--- src/rtl/assert_macros.svh ---
`ifndef ASSERT_MACROS_SVH
`define ASSERT_MACROS_SVH

// Concurrent check sampled on the rising clock edge, off while reset is low.
`define SCFD_ASSERT(label, clk, rst_n, prop, msg) \
    label: assert property (@(posedge clk) disable iff (!rst_n) prop) \
        else $error(msg);

// Concurrent check that an expression never holds.
`define SCFD_ASSERT_NEVER(label, clk, rst_n, expr, msg) \
    `SCFD_ASSERT(label, clk, rst_n, !(expr), msg)

`endif

--- src/rtl/scfd_pkg.sv ---
package scfd_pkg;

    // Field and port widths.
    localparam int BYTE_W     = 8;
    localparam int TICK_IN_W  = 32;
    localparam int CODE_W     = 6;
    localparam int VOL_W      = 10;
    localparam int CFG_IDX_W  = 3;
    localparam int CFG_DATA_W = 32;
    localparam int FRAME_LEN  = 7;
    localparam int CMD_WORDS  = 43;

    // A frame holds its first character in the top byte.
    typedef logic [FRAME_LEN*BYTE_W-1:0] t_frame;

    // One entry of the queue between the framer and the decoder.
    typedef struct packed {
        logic   lead_err;
        t_frame frame;
    } t_job;

    // Configuration registers.
    typedef struct packed {
        logic [31:0]      timeout_ticks;
        logic [VOL_W-1:0] vol_floor;
        logic [VOL_W-1:0] vol_ceiling;
        logic             volume_up_enable;
        logic             volume_down_enable;
        logic             receive_enable;
    } t_cfg;

    typedef enum logic [CFG_IDX_W-1:0] {
        CFG_TIMEOUT   = 3'd0,
        CFG_MIN_VOL   = 3'd1,
        CFG_MAX_VOL   = 3'd2,
        CFG_VOL_UP_EN = 3'd3,
        CFG_VOL_DN_EN = 3'd4,
        CFG_RX_EN     = 3'd5
    } t_cfg_idx;

    localparam t_cfg CFG_RESET = '{
        timeout_ticks:      32'd1000,
        vol_floor:          10'd0,
        vol_ceiling:        10'd100,
        volume_up_enable:   1'b1,
        volume_down_enable: 1'b1,
        receive_enable:     1'b1
    };

    // Event codes; fixed commands take 1 through 43 in table order.
    localparam logic [CODE_W-1:0] EV_UNKNOWN  = 6'd0;
    localparam logic [CODE_W-1:0] EV_VOL_UP   = 6'd44;
    localparam logic [CODE_W-1:0] EV_VOL_DOWN = 6'd45;

    // Character codes.
    localparam logic [BYTE_W-1:0] CH_STAR     = 8'h2A;
    localparam logic [BYTE_W-1:0] CH_SPACE    = 8'h20;
    localparam logic [BYTE_W-1:0] CH_ZERO     = 8'h30;
    localparam logic [BYTE_W-1:0] CH_NINE     = 8'h39;
    localparam logic [BYTE_W-1:0] CH_PRINT_LO = 8'd32;
    localparam logic [BYTE_W-1:0] CH_PRINT_HI = 8'd126;

    // Volume command.
    localparam logic [4*BYTE_W-1:0] VOL_PREFIX   = "*VOL";
    localparam logic [VOL_W-1:0]    VOL_DOWN_LO  = 10'd900;
    localparam logic [VOL_W-1:0]    VOL_DOWN_HI  = 10'd999;
    localparam logic [VOL_W-1:0]    VOL_DOWN_OFS = 10'd899;

    // Fixed command words.
    localparam t_frame CMD_TABLE [CMD_WORDS] = '{
        "*_ARM__", "*A_CLR1", "*A_CLR2", "*I_WAIL", "*CHEM_A", "*DISARM",
        "*CANCEL", "*Q_TEST", "*_WAIL_", "*P_WAIL", "*YELP__", "*REPORT",
        "*_VOICE", "*RESET_", "*ENTER_", "*UP____", "*DOWN__", "*ESC___",
        "*CNLBTN", "*TEST__", "*ANNOUN", "*MESSAG", "*ALMBTN", "*ARMBTN",
        "*AMP_T1", "*AMP_T2", "*AMP_T3", "*AMP_T4", "*AMP_T5", "*AMP_T6",
        "*AMP_T7", "*AMP_T8", "*AMP_T9", "*AMPT10", "*AMP_ON", "*DRV_ON",
        "*OSC_ON", "*AMP_ST", "*BTN__1", "*BTN__8", "*BTN__9", "*BTNLFT",
        "*BTNRGT"
    };

endpackage

--- src/rtl/scfd_front.sv ---
module scfd_front #(
    parameter int TICK_WIDTH = 32
) (
    input  logic                            i_clk,
    input  logic                            i_rst_n,
    input  logic                            i_accept,
    input  logic [scfd_pkg::BYTE_W-1:0]     i_rx_byte,
    input  logic [scfd_pkg::TICK_IN_W-1:0]  i_tick,
    input  scfd_pkg::t_cfg                  i_cfg,
    output logic                            o_push,
    output scfd_pkg::t_job                  o_job
);

    localparam int CMP_W = (TICK_WIDTH > scfd_pkg::TICK_IN_W) ? TICK_WIDTH
                                                               : scfd_pkg::TICK_IN_W;
    localparam int STORE_N = scfd_pkg::FRAME_LEN - 1;

    logic [TICK_WIDTH-1:0]          r_last;
    logic [TICK_WIDTH-1:0]          n_last;
    logic [2:0]                     r_cnt;
    logic [2:0]                     n_cnt;
    logic                           r_lead;
    logic                           n_lead;
    logic [scfd_pkg::BYTE_W-1:0]    r_chars [STORE_N];

    logic [CMP_W-1:0]               w_tick_ext;
    logic [TICK_WIDTH-1:0]          w_now;
    logic [TICK_WIDTH-1:0]          w_gap;
    logic                           w_timed_out;
    logic [2:0]                     w_cnt_eff;
    logic                           w_lead_eff;
    logic                           w_printable;
    logic                           w_store;

    // Gap since the previous word, modulo the tick width.
    always_comb begin
        w_tick_ext  = CMP_W'(i_tick);
        w_now       = w_tick_ext[TICK_WIDTH-1:0];
        w_gap       = w_now - r_last;
        w_timed_out = CMP_W'(w_gap) > CMP_W'(i_cfg.timeout_ticks);
        w_cnt_eff   = w_timed_out ? 3'd0 : r_cnt;
        w_lead_eff  = w_timed_out ? 1'b0 : r_lead;
        w_printable = (i_rx_byte >= scfd_pkg::CH_PRINT_LO) &&
                      (i_rx_byte <= scfd_pkg::CH_PRINT_HI);
    end

    // Framing: lead check, character store and frame hand-off.
    always_comb begin
        n_last  = r_last;
        n_cnt   = r_cnt;
        n_lead  = r_lead;
        o_push  = 1'b0;
        w_store = 1'b0;
        o_job.lead_err = 1'b0;
        o_job.frame    = {r_chars[0], r_chars[1], r_chars[2], r_chars[3],
                          r_chars[4], r_chars[5], i_rx_byte};
        if (i_accept) begin
            n_last = w_now;
            n_lead = w_lead_eff;
            if (!i_cfg.receive_enable || !w_printable) begin
                n_cnt = 3'd0;
            end else if (w_cnt_eff == 3'd0 && i_rx_byte != scfd_pkg::CH_STAR) begin
                n_cnt = 3'd0;
                n_lead = 1'b1;
                if (!w_lead_eff) begin
                    o_push = 1'b1;
                    o_job.lead_err = 1'b1;
                end
            end else if (w_cnt_eff == 3'(STORE_N)) begin
                n_cnt  = 3'd0;
                o_push = 1'b1;
            end else begin
                n_cnt   = w_cnt_eff + 3'd1;
                w_store = 1'b1;
            end
        end
    end

    // Control registers.
    always_ff @(posedge i_clk) begin
        if (!i_rst_n) begin
            r_last <= '0;
            r_cnt  <= 3'd0;
            r_lead <= 1'b0;
        end else begin
            r_last <= n_last;
            r_cnt  <= n_cnt;
            r_lead <= n_lead;
        end
    end

    // Frame characters are only read once all of them were written.
    always_ff @(posedge i_clk) begin
        if (w_store) begin
            r_chars[w_cnt_eff] <= i_rx_byte;
        end
    end

endmodule

--- src/rtl/scfd_queue.sv ---
`include "assert_macros.svh"

module scfd_queue #(
    parameter int DEPTH = 4
) (
    input  logic            i_clk,
    input  logic            i_rst_n,
    input  logic            i_push,
    input  scfd_pkg::t_job  i_data,
    input  logic            i_pop,
    output scfd_pkg::t_job  o_head,
    output logic            o_full,
    output logic            o_empty
);

    localparam int PTR_W = (DEPTH > 1) ? $clog2(DEPTH) : 1;
    localparam int CNT_W = $clog2(DEPTH + 1);

    scfd_pkg::t_job     r_mem [DEPTH];
    logic [PTR_W-1:0]   r_wr_ptr;
    logic [PTR_W-1:0]   r_rd_ptr;
    logic [CNT_W-1:0]   r_count;

    assign o_full  = (r_count == CNT_W'(DEPTH));
    assign o_empty = (r_count == '0);
    assign o_head  = r_mem[r_rd_ptr];

    // Pointers and fill level.
    always_ff @(posedge i_clk) begin
        if (!i_rst_n) begin
            r_wr_ptr <= '0;
            r_rd_ptr <= '0;
            r_count  <= '0;
        end else begin
            if (i_push) begin
                r_wr_ptr <= (r_wr_ptr == PTR_W'(DEPTH - 1)) ? '0 : r_wr_ptr + 1'b1;
            end
            if (i_pop) begin
                r_rd_ptr <= (r_rd_ptr == PTR_W'(DEPTH - 1)) ? '0 : r_rd_ptr + 1'b1;
            end
            if (i_push && !i_pop) begin
                r_count <= r_count + 1'b1;
            end else if (i_pop && !i_push) begin
                r_count <= r_count - 1'b1;
            end
        end
    end

    // Entry storage.
    always_ff @(posedge i_clk) begin
        if (i_push) begin
            r_mem[r_wr_ptr] <= i_data;
        end
    end

    `SCFD_ASSERT_NEVER(a_no_push_full, i_clk, i_rst_n, i_push && o_full && !i_pop, "push into full queue")
    `SCFD_ASSERT_NEVER(a_no_pop_empty, i_clk, i_rst_n, i_pop && o_empty, "pop from empty queue")

endmodule

--- src/rtl/scfd_back.sv ---
`include "assert_macros.svh"

module scfd_back (
    input  logic                            i_clk,
    input  logic                            i_rst_n,
    input  scfd_pkg::t_cfg                  i_cfg,
    input  logic                            i_empty,
    input  scfd_pkg::t_job                  i_head,
    output logic                            o_pop,
    input  logic                            i_ready,
    output logic                            o_valid,
    output logic [scfd_pkg::CODE_W-1:0]     o_code,
    output logic [scfd_pkg::VOL_W-1:0]      o_arg
);

    localparam logic [scfd_pkg::VOL_W-1:0] DEC_HUNDRED = 10'd100;
    localparam logic [scfd_pkg::VOL_W-1:0] DEC_TEN     = 10'd10;

    logic                               r_valid;
    logic [scfd_pkg::CODE_W-1:0]        r_code;
    logic [scfd_pkg::VOL_W-1:0]         r_arg;
    logic [scfd_pkg::CODE_W-1:0]        w_code;
    logic [scfd_pkg::VOL_W-1:0]         w_arg;

    // Fixed-word match and volume parse of the queue head.
    always_comb begin
        logic [scfd_pkg::CODE_W-1:0]    cmd_code;
        logic [scfd_pkg::BYTE_W-1:0]    ca;
        logic [scfd_pkg::BYTE_W-1:0]    cb;
        logic [scfd_pkg::BYTE_W-1:0]    cc;
        logic                           a_sp;
        logic                           digits_ok;
        logic [3:0]                     da;
        logic [3:0]                     db;
        logic [3:0]                     dc;
        logic [scfd_pkg::VOL_W-1:0]     vol;

        cmd_code = scfd_pkg::EV_UNKNOWN;
        for (int i = 0; i < scfd_pkg::CMD_WORDS; i++) begin
            if (i_head.frame == scfd_pkg::CMD_TABLE[i]) begin
                cmd_code = scfd_pkg::CODE_W'(i + 1);
            end
        end

        ca = i_head.frame[23:16];
        cb = i_head.frame[15:8];
        cc = i_head.frame[7:0];
        a_sp = (ca == scfd_pkg::CH_SPACE);
        digits_ok = (a_sp || (ca >= scfd_pkg::CH_ZERO && ca <= scfd_pkg::CH_NINE)) &&
                    (cb >= scfd_pkg::CH_ZERO && cb <= scfd_pkg::CH_NINE) &&
                    (cc >= scfd_pkg::CH_ZERO && cc <= scfd_pkg::CH_NINE);
        da = a_sp ? 4'd0 : 4'(ca - scfd_pkg::CH_ZERO);
        db = 4'(cb - scfd_pkg::CH_ZERO);
        dc = 4'(cc - scfd_pkg::CH_ZERO);
        vol = scfd_pkg::VOL_W'(da) * DEC_HUNDRED + scfd_pkg::VOL_W'(db) * DEC_TEN
              + scfd_pkg::VOL_W'(dc);

        w_code = scfd_pkg::EV_UNKNOWN;
        w_arg  = '0;
        if (i_head.lead_err) begin
            w_code = scfd_pkg::EV_UNKNOWN;
        end else if (cmd_code != scfd_pkg::EV_UNKNOWN) begin
            w_code = cmd_code;
        end else if (i_head.frame[55:24] == scfd_pkg::VOL_PREFIX && digits_ok) begin
            if (vol >= i_cfg.vol_floor && vol <= i_cfg.vol_ceiling &&
                i_cfg.volume_up_enable) begin
                w_code = scfd_pkg::EV_VOL_UP;
                w_arg  = vol;
            end else if (vol >= scfd_pkg::VOL_DOWN_LO && vol <= scfd_pkg::VOL_DOWN_HI &&
                         i_cfg.volume_down_enable) begin
                w_code = scfd_pkg::EV_VOL_DOWN;
                w_arg  = vol - scfd_pkg::VOL_DOWN_OFS;
            end
        end
    end

    // Take a new entry whenever the output register is free or being drained.
    assign o_pop = !i_empty && (!r_valid || i_ready);

    always_ff @(posedge i_clk) begin
        if (!i_rst_n) begin
            r_valid <= 1'b0;
        end else if (o_pop) begin
            r_valid <= 1'b1;
        end else if (i_ready) begin
            r_valid <= 1'b0;
        end
    end

    // Result word.
    always_ff @(posedge i_clk) begin
        if (o_pop) begin
            r_code <= w_code;
            r_arg  <= w_arg;
        end
    end

    assign o_valid = r_valid;
    assign o_code  = r_code;
    assign o_arg   = r_arg;

    `SCFD_ASSERT(a_up_in_range, i_clk, i_rst_n, (o_pop && w_code == scfd_pkg::EV_VOL_UP) |=> (r_arg >= i_cfg.vol_floor && r_arg <= i_cfg.vol_ceiling), "volume up outside range")
    `SCFD_ASSERT(a_arg_zero, i_clk, i_rst_n, (o_pop && w_code != scfd_pkg::EV_VOL_UP && w_code != scfd_pkg::EV_VOL_DOWN) |=> (r_arg == '0), "argument set for non-volume event")

endmodule

--- src/rtl/serial_command_frame_decoder_unit.sv ---
// Channel   Dir  Handshake                   Payload
// s_axis    in   s_axis_tvalid/tready        tdata: rx_byte[7:0], tick_time[39:8]
// m_axis    out  m_axis_tvalid/tready        tdata: event_code[5:0], volume_arg[15:6]
// cfg       in   i_cfg_we (no wait)          i_cfg_idx, i_cfg_data
//
// One input word per cycle while s_axis_tready is high; a byte that completes a
// frame or trips the lead check is written to the queue, then decoded into the
// output register that drives m_axis_tvalid; one decoder pass per cycle while that register is free or drained.
// The framer feeds a QUEUE_DEPTH entry queue; s_axis_tready drops only while
// that queue is full, which happens when m_axis stalls long enough to fill it.
// Reset is synchronous, active low; it loads configuration defaults and
// empties the queue and output register with no clearing pass.
module serial_command_frame_decoder_unit #(
    parameter int TICK_WIDTH  = 32,
    parameter int QUEUE_DEPTH = 4
) (
    input  logic                                i_clk,
    input  logic                                i_rst_n,
    // rx_byte[7:0], tick_time[39:8]
    input  logic [39:0]                         s_axis_tdata,
    input  logic                                s_axis_tvalid,
    output logic                                s_axis_tready,
    // event_code[5:0], volume_arg[15:6]
    output logic [15:0]                         m_axis_tdata,
    output logic                                m_axis_tvalid,
    input  logic                                m_axis_tready,
    input  logic                                i_cfg_we,
    input  logic [scfd_pkg::CFG_IDX_W-1:0]      i_cfg_idx,
    input  logic [scfd_pkg::CFG_DATA_W-1:0]     i_cfg_data
);

    scfd_pkg::t_cfg                     r_cfg;
    logic                               w_accept;
    logic                               w_push;
    scfd_pkg::t_job                     w_job;
    scfd_pkg::t_job                     w_head;
    logic                               w_full;
    logic                               w_empty;
    logic                               w_pop;
    logic [scfd_pkg::CODE_W-1:0]        w_code;
    logic [scfd_pkg::VOL_W-1:0]         w_arg;

    // Configuration registers.
    always_ff @(posedge i_clk) begin
        if (!i_rst_n) begin
            r_cfg <= scfd_pkg::CFG_RESET;
        end else if (i_cfg_we) begin
            case (scfd_pkg::t_cfg_idx'(i_cfg_idx))
                scfd_pkg::CFG_TIMEOUT:   r_cfg.timeout_ticks      <= i_cfg_data;
                scfd_pkg::CFG_MIN_VOL:   r_cfg.vol_floor          <= i_cfg_data[9:0];
                scfd_pkg::CFG_MAX_VOL:   r_cfg.vol_ceiling        <= i_cfg_data[9:0];
                scfd_pkg::CFG_VOL_UP_EN: r_cfg.volume_up_enable   <= i_cfg_data[0];
                scfd_pkg::CFG_VOL_DN_EN: r_cfg.volume_down_enable <= i_cfg_data[0];
                scfd_pkg::CFG_RX_EN:     r_cfg.receive_enable     <= i_cfg_data[0];
                default: begin
                end
            endcase
        end
    end

    assign s_axis_tready = !w_full;
    assign w_accept      = s_axis_tvalid && !w_full;

    // Front: timing and framing.
    scfd_front #(
        .TICK_WIDTH (TICK_WIDTH)
    ) u_front (
        .i_clk     (i_clk),
        .i_rst_n   (i_rst_n),
        .i_accept  (w_accept),
        .i_rx_byte (s_axis_tdata[7:0]),
        .i_tick    (s_axis_tdata[39:8]),
        .i_cfg     (r_cfg),
        .o_push    (w_push),
        .o_job     (w_job)
    );

    // Queue between framing and decoding.
    scfd_queue #(
        .DEPTH (QUEUE_DEPTH)
    ) u_queue (
        .i_clk   (i_clk),
        .i_rst_n (i_rst_n),
        .i_push  (w_push),
        .i_data  (w_job),
        .i_pop   (w_pop),
        .o_head  (w_head),
        .o_full  (w_full),
        .o_empty (w_empty)
    );

    // Back: command decode and output register.
    scfd_back u_back (
        .i_clk   (i_clk),
        .i_rst_n (i_rst_n),
        .i_cfg   (r_cfg),
        .i_empty (w_empty),
        .i_head  (w_head),
        .o_pop   (w_pop),
        .i_ready (m_axis_tready),
        .o_valid (m_axis_tvalid),
        .o_code  (w_code),
        .o_arg   (w_arg)
    );

    assign m_axis_tdata = {w_arg, w_code};

endmodule
--- config.mk ---
export PLATFORM = sky130hd
export DESIGN_NAME = serial_command_frame_decoder_unit
export DESIGN_NICKNAME = d
export VERILOG_FILES = /design/src/rtl/scfd_pkg.sv /design/src/rtl/scfd_front.sv /design/src/rtl/scfd_queue.sv /design/src/rtl/scfd_back.sv /design/src/rtl/serial_command_frame_decoder_unit.sv
export VERILOG_INCLUDE_DIRS = /design/src /design/src/rtl
export SDC_FILE = /design/constraint.sdc
export NUM_CORES = 1
export LEC_CHECK = 0
export ABC_AREA = 1
export BUFFER_PORTS_ARGS = -buffer_cell sky130_fd_sc_hd__buf_2
export CAP_MARGIN = 30
export CORE_MARGIN = 5
export CORE_UTILIZATION = 60
export DETAILED_ROUTE_END_ITERATION = 8
export PLACE_DENSITY = 0.84
export SYNTH_ARGS = -nofsm -noshare
export SYNTH_HDL_FRONTEND = slang
export SYNTH_SLANG_ARGS = --single-unit
--- constraint.sdc ---
create_clock -name i_clk -period 23.5 [get_ports i_clk]
set_input_delay 0 -clock i_clk [delete_from_list [all_inputs] [get_ports i_clk]]
set_output_delay 0 -clock i_clk [all_outputs]
set_load 0.05 [all_outputs]
# Word level (Yosys, flattened, before mapping)
# Memories as Yosys holds them, arrays and structs flattened. A register that Yosys moved wholly into a read port is not among the register bits.
# Cells that the tools add are included.
[classes]
n_reduce_logical = 39
n_bitwise = 1
mul = 2
n_mux = 81
eq_ne = 55
n_addsub = 12
order_cmp = 13
[op_table]
columns = ["op", "n"]
rows = [
  ["equality test 56 x 54 -> 1 bit (second input constant)", 43],
  ["2-to-1 mux 6 bit", 16],
  ["2-to-1 mux 5 bit", 16],
  ["2-to-1 mux 4 bit", 9],
  ["equality test 32 x 30 -> 1 bit (second input constant)", 1],
  ["greater-or-equal comparator 8 x 6 -> 1 bit (second input constant)", 4],
  ["greater-than comparator 32 bit", 1],
  ["subtractor 32 bit", 1],
  ["2-to-1 mux 3 bit", 10],
  ["<= comparator 8 x 6 -> 1 bit (second input constant)", 3],
  ["2-to-1 mux 1 bit", 22],
  ["2-to-1 mux 10 bit", 2],
  ["logical AND 1 bit", 16],
  ["equality test 3 bit (second input constant)", 4],
  ["2-to-1 mux 2 bit", 6],
  ["AND reduction 2 bit", 6],
  ["subtractor 4 x 1 -> 4 bit (second input constant)", 3],
  ["adder 10 x 4 -> 10 bit", 1],
  ["adder 10 x 8 -> 10 bit", 1],
  ["greater-or-equal comparator 10 bit", 1],
  ["greater-or-equal comparator 10 bit (second input constant)", 1],
  ["<= comparator 10 bit", 1],
  ["<= comparator 10 bit (second input constant)", 1],
  ["subtractor 10 bit (second input constant)", 1],
  ["other kinds (18)", 33],
]
[word_totals]
output_inout_bits = 18
word_cells = 220
n_memories = 2
regBits = 115
ramBits = 276
input_bits = 80
[memory_table]
columns = ["name", "depth", "width", "read_ports", "rd_ports_with_merged_regs", "write_ports", "line", "source"]
rows = [
  ["u_queue.r_mem", 4, 57, 1, 1, 1, "scfd_queue.sv:19", "scfd_pkg::t_job r_mem [DEPTH];"],
  ["u_front.r_chars", 6, 8, 6, 0, 1, "scfd_front.sv:24", "logic [scfd_pkg::BYTE_W-1:0] r_chars [STORE_N];"],
]

# Logic depth before layout (Yosys ltp)
[depth]
ltp_word = 46
depth_mapped = 47

# Cells and area by module
# Synthesis repeated with hierarchy kept, for this count alone.
[unflattened]
cells_unflattened = 2272
area_unflattened_um2 = 20946.3
[by_module_without_submodules]
columns = ["module", "n_inst", "cells_each", "seq_area_each_um2", "area_per_inst_um2"]
rows = [
  ["scfd_queue", 1, 610, 7026.7, 8889.8],
  ["scfd_front", 1, 653, 2162.1, 5572.8],
  ["scfd_back", 1, 674, 500.5, 4061.4],
  ["serial_command_frame_decoder_unit", 1, 335, 1101.1, 2422.3],
]

# Least setup slack after synthesis
# OpenSTA, ideal clock, no wires.
[synth_path]
path_type = "reg-to-reg"
from = "register u_front.r_last[0]"
to = "memory u_queue.r_mem[0][0] in the netlist's numbering, enable pin"
setup_ns = 0.472
period_less_slack_ns = 7.641
path_stages_with_launch = 38
arrival_ns = 7.168
path_buffers = 0
slack_ns = 15.859
cell_sequence = "dfxtp_1 ha_1 inv_1 fa_1 nand3_1 nand2_1 nand2_1 o211ai_1 a21oi_1 inv_1 a21oi_1 o21ai_1 nand3_1 nand2_1 a21oi_1 o21ai_1 nand2_1 nand2_1 [... 2 more ...] a21boi_1 inv_1 a21oi_1 xnor2_1 ha_1 nand4_1 nor3_1 nor4b_1 nand3_1 nand2_1 nand2_1 ha_1 o41a_1 nand2_1 inv_1 nand2_1 nand3_1 nor2_1"
[synth_via]
elab_chain_cells = 10
[synth_lines]
columns = ["item", "line", "source"]
rows = [
  ["start: declaration", "scfd_front.sv:18", "logic [TICK_WIDTH-1:0] r_last;"],
  ["start signal: assignment", "scfd_front.sv:86", "r_last <= n_last;"],
  ["subtractor 32 bit *", "scfd_front.sv:39", "w_gap = w_now - r_last;"],
  ["greater-than comparator 32 bit *", "scfd_front.sv:40", "w_timed_out = CMP_W'(w_gap) > CMP_W'(i_cfg.timeout_ticks);"],
  ["2-to-1 mux 3 bit", "scfd_front.sv:41", "w_cnt_eff = w_timed_out ? 3'd0 : r_cnt;"],
  ["equality test 3 bit / zero test 3 bit (equally long branches)", "scfd_front.sv:69, scfd_front.sv:62", ""],
  ["2-to-1 mux 1 bit / logical AND 1 bit (equally long branches)", "scfd_front.sv:69, scfd_front.sv:62", ""],
  ["2-to-1 mux 1 bit *", "scfd_front.sv:62", "end else if (w_cnt_eff == 3'd0 && i_rx_byte != scfd_pkg::CH_STAR) begin"],
  ["2-to-1 mux 1 bit *", "scfd_front.sv:60", "if (!i_cfg.receive_enable || !w_printable) begin"],
  ["2-to-1 mux 1 bit *", "scfd_front.sv:57", "if (i_accept) begin"],
  ["2-to-1 mux 1 bit *", "scfd_queue.sv:51", "if (i_push) begin"],
  ["2-to-1 mux 1 bit (implied by the code) *", "scfd_queue.sv:52", "r_mem[r_wr_ptr] <= i_data;"],
  ["end: declaration", "scfd_queue.sv:19", ""],
]
# Mark *: on every way between the ends. The rest lies on a longest branch, timed or not.

# Worst setup path after layout
[layout_path]
from = "register u_front.r_last[2]"
to = "register u_queue.r_count[2]"
[layout_via]
elab_chain_cells = 11
[layout_lines]
columns = ["item", "line", "source"]
rows = [
  ["subtractor 32 bit *", "scfd_front.sv:39", ""],
  ["greater-than comparator 32 bit *", "scfd_front.sv:40", ""],
  ["2-to-1 mux 3 bit", "scfd_front.sv:41", ""],
  ["equality test 3 bit / zero test 3 bit (equally long branches)", "scfd_front.sv:69, scfd_front.sv:62", ""],
  ["2-to-1 mux 1 bit / logical AND 1 bit (equally long branches)", "scfd_front.sv:69, scfd_front.sv:62", ""],
  ["2-to-1 mux 1 bit *", "scfd_front.sv:62", ""],
  ["2-to-1 mux 1 bit *", "scfd_front.sv:60", ""],
  ["2-to-1 mux 1 bit *", "scfd_front.sv:57", ""],
  ["named net u_front.o_push", "scfd_front.sv:10", "output logic o_push,"],
  ["zero test 1 bit", "scfd_queue.sv:43", "end else if (i_pop && !i_push) begin"],
  ["logical AND 1 bit", "scfd_queue.sv:43", ""],
  ["nonzero test 2 bit (no line)", "n/a", ""],
  ["end signal: assignment", "scfd_queue.sv:42", "r_count <= r_count + 1'b1;"],
  ["end signal: assignment", "scfd_queue.sv:44", "r_count <= r_count - 1'b1;"],
  ["end: declaration", "scfd_queue.sv:22", "logic [CNT_W-1:0] r_count;"],
]
# Mark *: on every way through the listed nets, which the timed path passes. The rest lies on a longest branch.
# A chain may end at the register's enable or synchronous reset.

==> results.toml <==
[critical_path]
crit_arrival_ps = 8190
cp_top_family = "simple AND/OR/NAND/NOR gates"
cp_slowest_cell = "nor4b_1"
crit_top_cell = "nand2_1"
crit_fanout = 9
rrSetupSlack_ps = 15770
r2r_start = "u_front.r_last[2]"
crit_buf_inv = 6
crit_type = "flip-flop to flip-flop"
r2r-end = "u_queue.r_count[2]"
crit_required_ps = 23960
end_kind = "flip-flop"
r2r.worst_path.cells = 42
start_kind = "flip-flop"
critPathMaxStageDelay_ps = 430

[clock_tree]
cts_buffer_depth = 3
cts_tree = "yes"
clock-root-buffer = "clkbuf_16"
cts_resized = 0
h-tree-depth = 2
cts_sinks = 393
clk_pin_slew_ps = 60
worstSkewPairLatency_ps = 540
postCtsSetupBuffers = 0
cts_buffers = 40

[place]
gp_congestion = 0.928
placed_area_um2 = 21000
port_buffers = 97
hpwlAfterDp_um = 34700

[synthesis]
synth_seq_area_share_pct = 53.5
syn_nets = 2372
synth.distinct_cells = 58
yosysWarnings = 0
ys_ff_latch = 393
synthArstFlopShare_pct = 0
synth_area_um2 = 20200
synth_edf_count = 292
synth_top_flop_cell = "edfxtp_1"
synthCells = 2160
syn_area_per_cell_um2 = 9.33

[layout]
final_area_um2 = 23200
post_route_cells_drive_above_1_share_pct = 9.57
layout.nets = 2553
area_growth_pct = 15.1

[die]
initial_utilization_pct = 60.4
chipWidth_um = 193
die-area_um2 = 37400
ios = 98
rows = 67
die_height_um = 193
core_area_um2 = 33400

[run_status]
status = "complete, no violations"

[global_routing]
grtUsageMet3_pct = 4.92
grt_pass1_wl_um = 88900
met1_usage_pct = 36.7
grtUsageTotal_pct = 29.3
antenna_found_initial = 0
grt_pass1_vias = 16600
grt_busiest_layer = "met2"
grt_overflow = 0
met2_usage_pct = 50.7
grt_start_max_net_pins = 99

[run]
cap_violations = 0

[pwr]
ir_drop_uv = 241
internal-power_mw = 1.87
pwr_density_cell_nw_per_um2 = 154
leakage_nw = 9.43
swShare_pct = 47.8
pwr-share-comb_pct = 59.1
clockPowerShare_pct = 18.2
pwr-share-seq_pct = 22.7
switchingPower_mw = 1.71

[timing]
final_max_slew_viol_count = 0
fin_crit_sh_pct = 32.9
tns_ps = 0
skew_ps = 33.9
worst_pin_slew_ps = 1070
finalHoldViolCount = 0
fin_crit_ps = 7730
max_freq_mhz = 129
setup_viol = 0
slew_headroom_pct = 28.1
rsz0062_at_grt = "no"

[hold_path]
hold_class = "input pin to flip-flop"
hold_path_end = "u_front.r_cnt[1]"
holdPathStages = 5
worstHoldStart = "s_axis_tvalid"

[routing]
drt-pass1-iter-count = 7
antenna_left = 0
post_drt_wl_per_cell_um = 20.1
vias = 17000
drtIter0Drc = 1719
vias_per_cell = 6.01
drc = 0
routed_wl_um = 56800
[how the worst max path moves through the flow]
stage / startpoint / end / slack (ps) / cells past startpoint
floorplan: u_front.r_last[0] / u_queue.r_mem[0][0] / 15860 / 37
global placement: flip-flop / u_back.o_code[3] / 16490 / 32
detailed placement: flip-flop / u_back.o_code[3] / 16160 / 32
CTS: u_front.r_last[2] / u_queue.r_count[2] / 15990 / 42
global route: u_front.r_last[2] / u_queue.r_count[2] / 15120 / 42
finish: u_front.r_last[2] / u_queue.r_count[2] / 15770 / 42
[cell families after synthesis]
group                    count (synthesis)  synth area share (%)
XOR/XNOR                                41                  1.78
buffers and inverters                  335                  6.87
AND/OR/NAND/NOR                        924                  20.1
flip-flops                             393                  53.5
AO/OA/AOI/OAI                          335                  9.22
adder cells (fa/ha/maj)                132                  8.45
[through the flow]
stage	power, mW	util (%)	setup WS, ps	std cells	hold WS [ps]
floorplan	2.41	-	15860	2160	98.9
global placement	2.80	63.0	16490	2661	264
detailed placement	2.85	63.0	16160	2661	279
CTS	3.53	69.5	15990	2820	105
global route	3.91	69.5	15120	2820	183
finish	3.58	69.5	15770	2821	128
[power groups by stage]
stage	logic [mW]	clock network (mW)	registers (mW)
floorplan	1.54	0	0.869
global placement	1.97	0	0.821
detailed placement	2.03	0	0.823
CTS	2.07	0.647	0.810
global route	2.41	0.680	0.814
finish	2.11	0.650	0.811
[worst min-delay path, stage by stage]
cell and delay, ps:
buf_2 80, nand2_2 40, buf_4 310, nand2_1 120, a21oi_1 60
[placed cells by master (no fill, tap or decap), types with 13 or more instances in the layout]
cell type      count
nand2_1          452
edfxtp_1         292
inv_1            261
nor2_1           164
a21oi_1          162
nand3_1          155
ha_1             125
o21ai_0          107
dfxtp_1           99
buf_2             97
dlygate4sd3_1     86
nand4_1           44
clkbuf_16         41
nor3_1            37
xor2_1            24
xnor2_1           17
nand3b_1          15
inv_2             15
nand2_2           14
buf_4             14
o211ai_1          13
[timing repair]
item / CTS / global route
hold buffers: 86 / 0
setup endpoints to repair: 0 / 0
hold endpoints to repair: 168 / 0
[registers in the layout, summed over array words and instances (netlist names), 2 cells and up, named ones only]
name,flops
u_back.o_arg,10
u_back.o_code,6
u_front.r_chars,48
u_front.r_cnt,3
u_queue.r_wr_ptr,2
u_queue.r_mem,228
u_queue.r_rd_ptr,2
u_front.r_last,32
u_queue.r_count,3
r_cfg,55
[cells in the mapped netlist (4+ instances only)]
| library cell | instances | area share [%] |
|---|---|---|
| a211oi_1 | 8 | 0.30 |
| a21o_1 | 4 | 0.15 |
| a21oi_1 | 162 | 4.0 |
| a31oi_1 | 5 | 0.16 |
| a32oi_1 | 6 | 0.26 |
| buf_2 | 11 | 0.27 |
| buf_4 | 5 | 0.19 |
| buf_6 | 12 | 0.67 |
| clkbuf_1 | 29 | 0.54 |
| dfxtp_1 | 101 | 10 |
| edfxtp_1 | 292 | 44 |
| fa_1 | 7 | 0.70 |
| ha_1 | 125 | 7.8 |
| inv_1 | 261 | 4.9 |
| inv_2 | 15 | 0.28 |
| nand2_1 | 453 | 8.4 |
| nand2_2 | 13 | 0.40 |
| nand3_1 | 155 | 3.8 |
| nand3b_1 | 15 | 0.56 |
| nand4_1 | 44 | 1.4 |
| nor2_1 | 168 | 3.1 |
| nor2_2 | 8 | 0.25 |
| nor3_1 | 38 | 0.94 |
| nor3b_1 | 4 | 0.15 |
| nor4_1 | 11 | 0.34 |
| o211ai_1 | 13 | 0.48 |
| o21ai_0 | 107 | 2.7 |
| o21ai_1 | 4 | 0.099 |
| o21bai_1 | 5 | 0.19 |
| xnor2_1 | 17 | 0.74 |
| xor2_1 | 24 | 1.0 |
[cell type report]
cell class	instances	area, µm²
clock inverter	21	250
multi-input combinational	1432	8020
antenna	1	2.50
tap	448	561
clock buffer	52	1080
inverter	277	1040
sequential	393	10800
fill	2305	10200
timing repair buffer	197	1450
[layer usage]
metal | part of all wire, % | vias up
li1 | - | 7718
met2 | 49 | 991
met3 | 8.3 | 226
met1 | 38 | 8016
met4 | 4.5 | 0
met5 | 0 | -
No activity file was read; power rests on OpenSTA's default activity.
